### config.mk
export PLATFORM = sky130hd
export DESIGN_NAME = mrac_datapath
export DESIGN_NICKNAME = d
export VERILOG_FILES = /design/src/hw/rtl/mrac_pkg.sv /design/src/hw/rtl/mrac_ram.sv /design/src/hw/rtl/mrac_datapath.sv
export SDC_FILE = /design/constraint.sdc
export NUM_CORES = 2
export LEC_CHECK = 0
export ABC_AREA = 1
export BUFFER_PORTS_ARGS = -buffer_cell sky130_fd_sc_hd__buf_4
export CAP_MARGIN = 20
export CORE_MARGIN = 4
export CORE_UTILIZATION = 36
export DETAILED_ROUTE_END_ITERATION = 6
export SLEW_MARGIN = 30
export SYNTH_ARGS = -nofsm -noshare
export SYNTH_HDL_FRONTEND = slang
export SYNTH_SLANG_ARGS = --single-unit
### constraint.sdc
create_clock -name clock -period 7.18 [get_ports clock]
set_input_delay 1.436 -clock clock [delete_from_list [all_inputs] [get_ports clock]]
set_output_delay 1.436 -clock clock [all_outputs]
set_load 0.01 [all_outputs]
### src/hw/rtl/mrac_pkg.sv
package mrac_pkg;

   localparam int CMD_W    = 3;
   localparam int ID_W     = 16;
   localparam int ADDR_W   = 32;
   localparam int STATUS_W = 3;
   localparam int PHYS_W   = ADDR_W + 1;

   typedef enum logic [CMD_W-1:0] {
      CMD_DEFINE = 3'd0,
      CMD_CLEAR  = 3'd1,
      CMD_READ   = 3'd2,
      CMD_WRITE  = 3'd3,
      CMD_FIND   = 3'd4
   } cmd_type;

   typedef enum logic [STATUS_W-1:0] {
      STATUS_OK       = 3'd0,
      STATUS_UNDEF    = 3'd1,
      STATUS_NOREAD   = 3'd2,
      STATUS_NOWRITE  = 3'd3,
      STATUS_BOUNDARY = 3'd4,
      STATUS_NOAREA   = 3'd5,
      STATUS_FULL     = 3'd6
   } status_type;

   typedef enum logic [1:0] {
      ST_IDLE,
      ST_SCAN,
      ST_LAST,
      ST_FINISH
   } state_type;

   typedef struct packed {
      logic [ID_W-1:0]   id;
      logic [ADDR_W-1:0] start;
      logic [ADDR_W-1:0] size;
      logic              readable;
      logic              writable;
   } slot_type;

   typedef struct packed {
      logic load;
      logic issue;
      logic finish;
   } dp_cmd_type;

   typedef struct packed {
      logic scan_last;
   } dp_status_type;

endpackage

### src/hw/rtl/mrac_ram.sv
module mrac_ram #(
   parameter int WIDTH = 8,
   parameter int DEPTH = 16
) (
   input  logic                                          clock,
   input  logic                                          wr_en,
   input  logic [((DEPTH > 1) ? $clog2(DEPTH) : 1)-1:0] wr_addr,
   input  logic [WIDTH-1:0]                              wr_data,
   input  logic                                          rd_en,
   input  logic [((DEPTH > 1) ? $clog2(DEPTH) : 1)-1:0] rd_addr,
   output logic [WIDTH-1:0]                              rd_data
);
   logic [WIDTH-1:0] mem [DEPTH];
   logic [WIDTH-1:0] rd_data_ff;

   always_ff @(posedge clock) begin
      if (wr_en) begin
         mem[wr_addr] <= wr_data;
      end
      if (rd_en) begin
         rd_data_ff <= mem[rd_addr];
      end
   end

   assign rd_data = rd_data_ff;
endmodule

### src/hw/rtl/mrac_datapath.sv
module mrac_datapath #(
   parameter int AREA_SLOTS = 16
) (
   input  logic                            clock,
   input  logic                            reset,
   input  logic [mrac_pkg::CMD_W-1:0]      req_command,
   input  logic [mrac_pkg::ID_W-1:0]       req_region_id,
   input  logic [mrac_pkg::ADDR_W-1:0]     req_address,
   input  logic [mrac_pkg::ADDR_W-1:0]     req_offset,
   input  logic [mrac_pkg::ADDR_W-1:0]     req_length,
   input  logic                            req_allow_read,
   input  logic                            req_allow_write,
   input  mrac_pkg::dp_cmd_type            dp_cmd,
   output mrac_pkg::dp_status_type         dp_status,
   output logic [mrac_pkg::STATUS_W-1:0]   rsp_status,
   output logic                            rsp_hit,
   output logic [mrac_pkg::ID_W-1:0]       rsp_found_id,
   output logic [mrac_pkg::PHYS_W-1:0]     rsp_physical_address
);
   import mrac_pkg::*;

   localparam int IDX_W  = (AREA_SLOTS > 1) ? $clog2(AREA_SLOTS) : 1;
   localparam int SLOT_W = $bits(slot_type);

   logic [CMD_W-1:0]  cmd_ff;
   logic [ID_W-1:0]   id_ff;
   logic [ADDR_W-1:0] addr_ff;
   logic [ADDR_W-1:0] off_ff;
   logic [ADDR_W-1:0] len_ff;
   logic              rd_ff;
   logic              wr_ff;

   logic [IDX_W-1:0]  idx_ff, idx_in;
   logic              eval_ff;
   logic [IDX_W-1:0]  eval_idx_ff;
   logic [AREA_SLOTS-1:0] valid_ff, valid_in;

   logic              match_found_ff, match_found_in;
   logic [IDX_W-1:0]  match_idx_ff, match_idx_in;
   slot_type          match_slot_ff, match_slot_in;
   logic              free_found_ff, free_found_in;
   logic [IDX_W-1:0]  free_idx_ff, free_idx_in;
   logic              best_found_ff, best_found_in;
   logic [ID_W-1:0]   best_id_ff, best_id_in;
   logic [ADDR_W-1:0] best_start_ff, best_start_in;

   logic [SLOT_W-1:0] rd_data;
   slot_type          entry;
   logic              ent_valid;
   logic [PHYS_W-1:0] ent_end;
   logic              id_hit, is_free, contains, better;

   logic              ram_wr_en;
   logic [IDX_W-1:0]  ram_wr_addr;
   slot_type          ram_wr_data;

   logic [PHYS_W-1:0]   access_end;
   logic [PHYS_W-1:0]   phys_sum;
   logic [STATUS_W-1:0] status_ff, status_in;
   logic                hit_ff, hit_in;
   logic [ID_W-1:0]     fid_ff, fid_in;
   logic [PHYS_W-1:0]   phys_ff, phys_in;

   mrac_ram #(
      .WIDTH (SLOT_W),
      .DEPTH (AREA_SLOTS)
   ) u_slots (
      .clock   (clock),
      .wr_en   (ram_wr_en),
      .wr_addr (ram_wr_addr),
      .wr_data (ram_wr_data),
      .rd_en   (dp_cmd.issue),
      .rd_addr (idx_ff),
      .rd_data (rd_data)
   );

   assign dp_status.scan_last = (idx_ff == IDX_W'(AREA_SLOTS - 1));

   always_comb begin
      idx_in = idx_ff;
      if (dp_cmd.load) begin
         idx_in = '0;
      end else if (dp_cmd.issue) begin
         idx_in = idx_ff + IDX_W'(1);
      end
   end

   assign entry     = slot_type'(rd_data);
   assign ent_valid = valid_ff[eval_idx_ff];
   assign ent_end   = {1'b0, entry.start} + {1'b0, entry.size};
   assign id_hit    = eval_ff && ent_valid && (entry.id == id_ff);
   assign is_free   = eval_ff && !ent_valid;
   assign contains  = eval_ff && ent_valid && (addr_ff >= entry.start)
                      && ({1'b0, addr_ff} < ent_end);
   assign better    = contains && (!best_found_ff || (entry.id < best_id_ff));

   always_comb begin
      match_found_in = match_found_ff;
      match_idx_in   = match_idx_ff;
      match_slot_in  = match_slot_ff;
      free_found_in  = free_found_ff;
      free_idx_in    = free_idx_ff;
      best_found_in  = best_found_ff;
      best_id_in     = best_id_ff;
      best_start_in  = best_start_ff;
      if (dp_cmd.load) begin
         match_found_in = 1'b0;
         free_found_in  = 1'b0;
         best_found_in  = 1'b0;
      end else begin
         if (id_hit) begin
            match_found_in = 1'b1;
            match_idx_in   = eval_idx_ff;
            match_slot_in  = entry;
         end
         if (is_free && !free_found_ff) begin
            free_found_in = 1'b1;
            free_idx_in   = eval_idx_ff;
         end
         if (better) begin
            best_found_in = 1'b1;
            best_id_in    = entry.id;
            best_start_in = entry.start;
         end
      end
   end

   assign ram_wr_en   = dp_cmd.finish && (cmd_ff == CMD_DEFINE)
                        && (match_found_ff || free_found_ff);
   assign ram_wr_addr = match_found_ff ? match_idx_ff : free_idx_ff;
   always_comb begin
      ram_wr_data.id       = id_ff;
      ram_wr_data.start    = addr_ff;
      ram_wr_data.size     = len_ff;
      ram_wr_data.readable = rd_ff;
      ram_wr_data.writable = wr_ff;
   end

   always_comb begin
      valid_in = valid_ff;
      if (dp_cmd.finish && (cmd_ff == CMD_CLEAR)) begin
         valid_in = '0;
      end else if (ram_wr_en) begin
         valid_in[ram_wr_addr] = 1'b1;
      end
   end

   assign access_end = {1'b0, off_ff} + {1'b0, len_ff};
   assign phys_sum   = {1'b0, match_slot_ff.start} + {1'b0, off_ff};

   always_comb begin
      status_in = STATUS_OK;
      hit_in    = 1'b0;
      fid_in    = '0;
      phys_in   = '0;
      case (cmd_ff)
         CMD_DEFINE: begin
            if (match_found_ff || free_found_ff) begin
               hit_in = match_found_ff;
               fid_in = id_ff;
            end else begin
               status_in = STATUS_FULL;
            end
         end
         CMD_CLEAR: begin
         end
         CMD_READ, CMD_WRITE: begin
            if (!match_found_ff) begin
               status_in = STATUS_UNDEF;
            end else begin
               hit_in = 1'b1;
               fid_in = id_ff;
               if ((cmd_ff == CMD_READ) && !match_slot_ff.readable) begin
                  status_in = STATUS_NOREAD;
               end else if ((cmd_ff == CMD_WRITE) && !match_slot_ff.writable) begin
                  status_in = STATUS_NOWRITE;
               end else if (access_end > {1'b0, match_slot_ff.size}) begin
                  status_in = STATUS_BOUNDARY;
               end else begin
                  phys_in = phys_sum;
               end
            end
         end
         CMD_FIND: begin
            if (best_found_ff) begin
               hit_in  = 1'b1;
               fid_in  = best_id_ff;
               phys_in = {1'b0, best_start_ff};
            end else begin
               status_in = STATUS_NOAREA;
            end
         end
         default: begin
         end
      endcase
   end

   always_ff @(posedge clock) begin
      if (reset) begin
         idx_ff         <= '0;
         eval_ff        <= 1'b0;
         valid_ff       <= '0;
         match_found_ff <= 1'b0;
         free_found_ff  <= 1'b0;
         best_found_ff  <= 1'b0;
      end else begin
         idx_ff         <= idx_in;
         eval_ff        <= dp_cmd.issue;
         valid_ff       <= valid_in;
         match_found_ff <= match_found_in;
         free_found_ff  <= free_found_in;
         best_found_ff  <= best_found_in;
      end
   end

   always_ff @(posedge clock) begin
      eval_idx_ff   <= idx_ff;
      match_idx_ff  <= match_idx_in;
      match_slot_ff <= match_slot_in;
      free_idx_ff   <= free_idx_in;
      best_id_ff    <= best_id_in;
      best_start_ff <= best_start_in;
      if (dp_cmd.load) begin
         cmd_ff  <= req_command;
         id_ff   <= req_region_id;
         addr_ff <= req_address;
         off_ff  <= req_offset;
         len_ff  <= req_length;
         rd_ff   <= req_allow_read;
         wr_ff   <= req_allow_write;
      end
      if (dp_cmd.finish) begin
         status_ff <= status_in;
         hit_ff    <= hit_in;
         fid_ff    <= fid_in;
         phys_ff   <= phys_in;
      end
   end

   assign rsp_status           = status_ff;
   assign rsp_hit              = hit_ff;
   assign rsp_found_id         = fid_ff;
   assign rsp_physical_address = phys_ff;
endmodule
* After elaboration in Yosys (flattened, before gate mapping)
Memory sizes are Yosys's and may differ from the RTL's. A register that Yosys moved wholly into a read port is not among the register bits.
Index checks and enable logic that the tools add are counted.
Widths: inputs -> output; s select.
** Storage, ports and cells
- RAM bits :: 1312
- Input bits :: 122
- Memories kept :: 1
- Bits in registers :: 320
** Memory list
- u_slots.mem :: depth 16, width 82, rd ports 1, clocked after memory_dff 1, wr ports 1, line mrac_ram.sv:13 : logic [WIDTH-1:0] mem [DEPTH];
** Operators by class
- Magnitude comparators :: 7
- Equality and inequality tests :: 6
- Muxes and demuxes :: 28
- Reductions and logical operators :: 27
- Bitwise operators :: 2
- Add/sub/neg operators :: 4
** Operators by type and width (number)
- $mux 33 :: 4
- $add 32x32->33 :: 3
- $pmux 33 s2 :: 1
- $mux 16 :: 3
- $pmux 16 s3 :: 1
- $gt 33x32->1 :: 1
- $lt 32x33->1 :: 1
- $ge 32x32->1 :: 1
- $mux 32 :: 1
- $mux 3 :: 6
- $eq 16x16->1 :: 1
- $lt 16x16->1 :: 1
- $or 16x16->16 :: 1
- $logic_and 1x1->1 :: 13
- $lt 4x5->1 const B :: 2
- $pmux 3 s3 :: 1
- $mux 1 :: 7
- $eq 3x2->1 const B :: 2
- $reduce_and 2->1 :: 3
- $reduce_or 2->1 :: 3
- $logic_not 1->1 :: 5
- $add 4x1->4 const B :: 1
- $bmux 1 s4 :: 1
- $demux 1 s4 :: 1
- other kinds (9) :: 10

* Longest topological paths before layout
- Depth in word-level cells :: 7
- Mapped depth :: 24

* Hierarchy
Synthesis repeated with hierarchy kept, for this count alone.
** Unflattened totals
- Cell total of the unflattened synthesis :: 7274
- Area total of the unflattened synthesis :: 77623.2 µm²
** Modules (own cells, without submodules)
- mrac_ram :: cells an instance 5386, area each 58904.0 µm², times used 1
- mrac_datapath :: cells an instance 1888, area each 18719.2 µm², times used 1

* Worst setup path after synthesis
No wires, ideal clock.
- Path type :: input-to-reg
- Start :: input port dp_cmd[0] (netlist bit)
- End :: memory u_slots.mem[0][0] (netlist bit), enable pin
- Setup slack :: 1440 ps
- Arrival time :: 5215 ps
- Setup time :: 524 ps
- Buffers on the path :: 0
- Required time :: 6656 ps
- Cell stages on the path :: 4
- Cell sequence :: nand3_1 > nor3_1 > inv_1 > nor2_1
** On the way
- Cells in the longest elaborated chain, start to end :: 4
** RTL lines
- start: declaration :: line mrac_datapath.sv:13 : input mrac_pkg::dp_cmd_type dp_cmd,
- $logic_and 1x1->1 :: line mrac_datapath.sv:128 : assign ram_wr_en = dp_cmd.finish && (cmd_ff == CMD_DEFINE)
- $logic_and 1x1->1 :: line mrac_datapath.sv:129 : && (match_found_ff || free_found_ff);
- $mux 1 :: line mrac_ram.sv:17 : if (wr_en) begin
- $mux 1 (implied by the code) :: line mrac_ram.sv:18 : mem[wr_addr] <= wr_data;
- end: declaration :: line mrac_ram.sv:13
No other way between the ends.

* Worst setup path after layout
- Start :: register u_slots.rd_data_ff[34] (netlist: u_slots.rd_data[34]), read port of u_slots.mem
- End :: register best_start_ff[22], enable pin
** On the way
- Cells in the longest elaborated chain, start to end :: 5
- Elaborated cells between the ends (all ways) :: 7
- Those cells by class :: add/sub: 1; order compare: 2; reduce/logical: 4
** RTL lines
- start: declaration :: line mrac_ram.sv:14 : logic [WIDTH-1:0] rd_data_ff;
- $add 32x32->33 / $ge 32x32->1 (equally long branches) :: line mrac_datapath.sv:90, mrac_datapath.sv:93
- $lt 32x33->1 / $logic_and 1x1->1 (equally long branches) :: line mrac_datapath.sv:94, mrac_datapath.sv:93
- $logic_and 1x1->1 (*) :: line mrac_datapath.sv:94 : && ({1'b0, addr_ff} < ent_end);
- $logic_and 1x1->1 (*) :: line mrac_datapath.sv:95 : assign better = contains && (!best_found_ff || (entry.id < best_id_ff));
- $reduce_and 2->1 (no source line) (*)
- end signal: assignment :: line mrac_datapath.sv:222 : best_start_ff <= best_start_in;
- end: declaration :: line mrac_datapath.sv:45 : logic [ADDR_W-1:0] best_start_ff, best_start_in;
Mark *: on every way between the ends. The rest lies on a longest branch, timed or not.
A chain may end at the register's enable or synchronous reset.

==> results.md <==
* Result of the run: finished, final reports clean
* Proportion of layout cells with a drive suffix above 1 at 0.09911
* Leakage at 27.96 nW
* Synth unique cells at 53
* Crit path launch: u_slots.rd_data[34]$_DFFE_PP_
* DR WL/cell at 24.19 µm
* Most frequent CP cell: nor2_1
* CP Max Fanout at 32
* Synth Net Count at 5886
* GRT Residual Overflow at 0
* Hold Path Class: reg2reg
* Slowest-stage cell, CP: nor2_4
* Sink Count at 1714
* Post-Syn Area per Cell at 12.85 µm²
* Number of I/O port buffers at 175
* Worst endpoint data arrival time at 5.66 ns
* Fin crit period at 5.182 ns
* CTS tree: built
* Final ANT Viol Nets at 0
* Worst-path clk slew at 0.06 ns
* First-pass GRT wire length at 297.6 mm
* Remaining routing DRC violations at 0
* Final period util at 0.7217
* Area of the core at 197200 µm²
* Post-Synthesis Cells at 5554
* RSZ-0062 raised after global routing: false
* Hold slack final at 0.4649 ns
* Worst-Margin Slew at 1.066 ns
* Gr usage total at 0.1947
* Max Clock Freq at 0.1930 GHz
* Hold Buf Count CTS at 0
* Fin cells at 8504
* Initial DRC count at 4948
* Vias in the first global route at 43800
* Chip width at 453.2 µm
* VDD IR max at 0.2421 mV
* Row count at 163
* Via count at 46330
* Relative slew slack at 0.2894
* Nets at 6050
* CTS Buffer Depth at 3
* Top FF cell, synth: edfxtp_1
* Post-cts sizing count at 0
* Root Driver: clkbuf_16
* TritonCTS Buffers at 175
* Utilization after layout at 0.4138
* Synth top area cells: edfxtp_1 (71%), o21ai_0 (5.2%), nor2_1 (4.4%), ha_1 (3.6%), nand2_1 (2.6%)
* Total power draw at 21.97 mW
* Postcts setup bufs at 0
* Largest net degree at the start of global routing at 205
* CP peak stage delay at 0.63 ns
* PD cells at 269.2 nW/µm²
* Initial antenna violation count at 15
* Die height at 453.2 µm
* GP Congestion at 0.9094
* Worst Path Required at 7.66 ns
* Synth warnings at 0
* Detailed placement HPWL at 123.0 mm
* Max-slew violation count at 0
* Crit path cell chain: ha_1 -> fa_1 -> nand3_1 -> nand3_2 -> a21oi_1 -> o21ai_1 -> a21boi_2 -> o21ai_2 -> a21boi_0 -> o21ai_0 -> nand2_1 -> nand2_1 -> ha_1 -> a21oi_1 -> nor2_1 -> a211oi_1 -> nor2_1 -> nor2_1 -> nand2_1 -> nor2_1 -> nand3_1 -> nor2_4 -> buf_12
* Final Hold Vio Count at 0
* Clock latency on the worst-skew pair at 0.80 ns
* Startpoint Class: register
* Max Clock Skew at 0.02617 ns
* Max-cap viol count at 0
* Top Ports at 176
* Synthesis-stage register bit count at 1714
* Mapped cell area at 71360 µm²
* Most frequent cell after synthesis: edfxtp_1
* Commonest cells post-synth: edfxtp_1 (1686), nor2_1 (844), o21ai_0 (739)
* Synth-to-Final Area Change at 14.35%
* Final setup TNS at 0 ns
* Initial Utilization at 0.3618
* FF-to-FF Start: u_slots.rd_data[34]$_DFFE_PP_
* Number of synthesized flops with an enable pin at 1686
* HP Start: u_slots.rd_data[4]$_DFFE_PP_
* H-tree levels at 4
* Final wirelength at 205.7 mm
* # setup viols final at 0
* Die Area at 205400 µm²
* Share of the synthesized area in the top cell type at 0.7095
* Placed insts at 8181
* 1st-pass router iterations at 7
* Asr flop ratio synth at 0
* Post-synth top area cell: edfxtp_1
* Crit path kind: reg2reg
* CP Capture Type: register
* Vias per cell at 5.448
* Register area share after synthesis at 0.7173
critical path, delay by kind of cell (launching register included):
family                     cells  cell delay [ns]
DFF                            1             0.45
adders and majority gates      3             0.95
AOI/OAI and AO/OA              8             1.59
buffers and inverters          1             0.28
and+or+nand+nor               11             1.56
sequential cells by signal (all words and copies together), names as in the netlist, 3 cells and up:
register              cells
match_slot_ff            66
rsp_found_id             16
free_idx_ff               4
len_ff                   32
match_idx_ff              4
u_slots.mem            1312
best_id_ff               16
off_ff                   32
u_slots.rd_data          82
eval_idx_ff               4
rsp_status                3
valid_ff                 16
idx_ff                    4
id_ff                    16
cmd_ff                    3
addr_ff                  32
best_start_ff            32
rsp_physical_address     33
metal layers:
layer  up-vias  GRT usage  wire, µm
met5         -          0        55
met4         8    0.04382      4289
met3       270    0.03039     15520
met2      1807     0.3076     94360
met1     23300     0.2836     91470
li1      20940          -         -
cells by family after synthesis:
family | count (synthesis) | share of synthesized area
DFF | 1714 | 0.7173
and+or+nand+nor | 1647 | 0.09456
xor gates and xnor gates | 97 | 0.01190
AOI/OAI and AO/OA | 1367 | 0.1109
buffers and inverters | 519 | 0.02816
adders and majority gates | 210 | 0.03714
final timing paths:
kind | slack (ns) | end | cells past startpoint
worst max-delay path | 2.00 | best_start_ff[22]$_DFFE_PP_ | 23
worst max register to register | 2.00 | best_start_ff[22]$_DFFE_PP_ | 23
worst min-delay path | 0.46 | match_slot_ff[4]$_DFFE_PP_ | 0
worst min register to register | 0.46 | match_slot_ff[4]$_DFFE_PP_ | 0
stage by stage:
step           cell area (µm²)  setup slack, ns
2_1_floorplan            71360            1.440
5_1_grt                  81590            1.594
6_report                 81600            1.998
3_3_place_gp             75850            1.913
3_5_place_dp             75970            2.064
4_1_cts                  81580            2.050
cells in the final DEF (no fill, tap or decap), drive strengths merged, types with 4 or more instances in the layout:
cell	Yosys	routed
a211oi	6	6
a21boi	9	9
a21o	11	11
a21oi	177	177
a31oi	10	10
buf	30	261
bufinv	0	15
clkbuf	244	214
clkinv	2	73
clkinvlp	0	7
dfxtp	28	28
edfxtp	1686	1686
ha	207	207
inv	243	257
nand2	505	505
nand3	215	215
nand3b	4	4
nand4	27	27
nor2	845	845
nor3	31	31
nor4	10	10
o211ai	42	42
o21a	4	4
o21ai	744	744
o21bai	4	4
o221ai	140	140
o22ai	208	208
or2	7	7
xnor2	56	56
xor2	41	41
power breakdown:
group / internal [mW] / total [mW] / leakage (nW) / switching (mW)
combinational: 0.535 / 1.55 / 9.62 / 1.02
sequential: 11.2 / 11.4 / 15.6 / 0.260
clock: 5.12 / 8.99 / 2.73 / 3.86
total: 16.8 / 22.0 / 28.0 / 5.14
cell type report:
cell class,count,area (µm²)
diodes,2,5.005
multi-input cells,3321,18300
clock inverters,107,999.7
flip-flops and latches,1714,51200
well taps,2640,3303
fillers,18080,115600
repair buffers,261,2230
inverters,245,953.4
clock buffers,214,4609
Power figures use the tool's default switching activity.
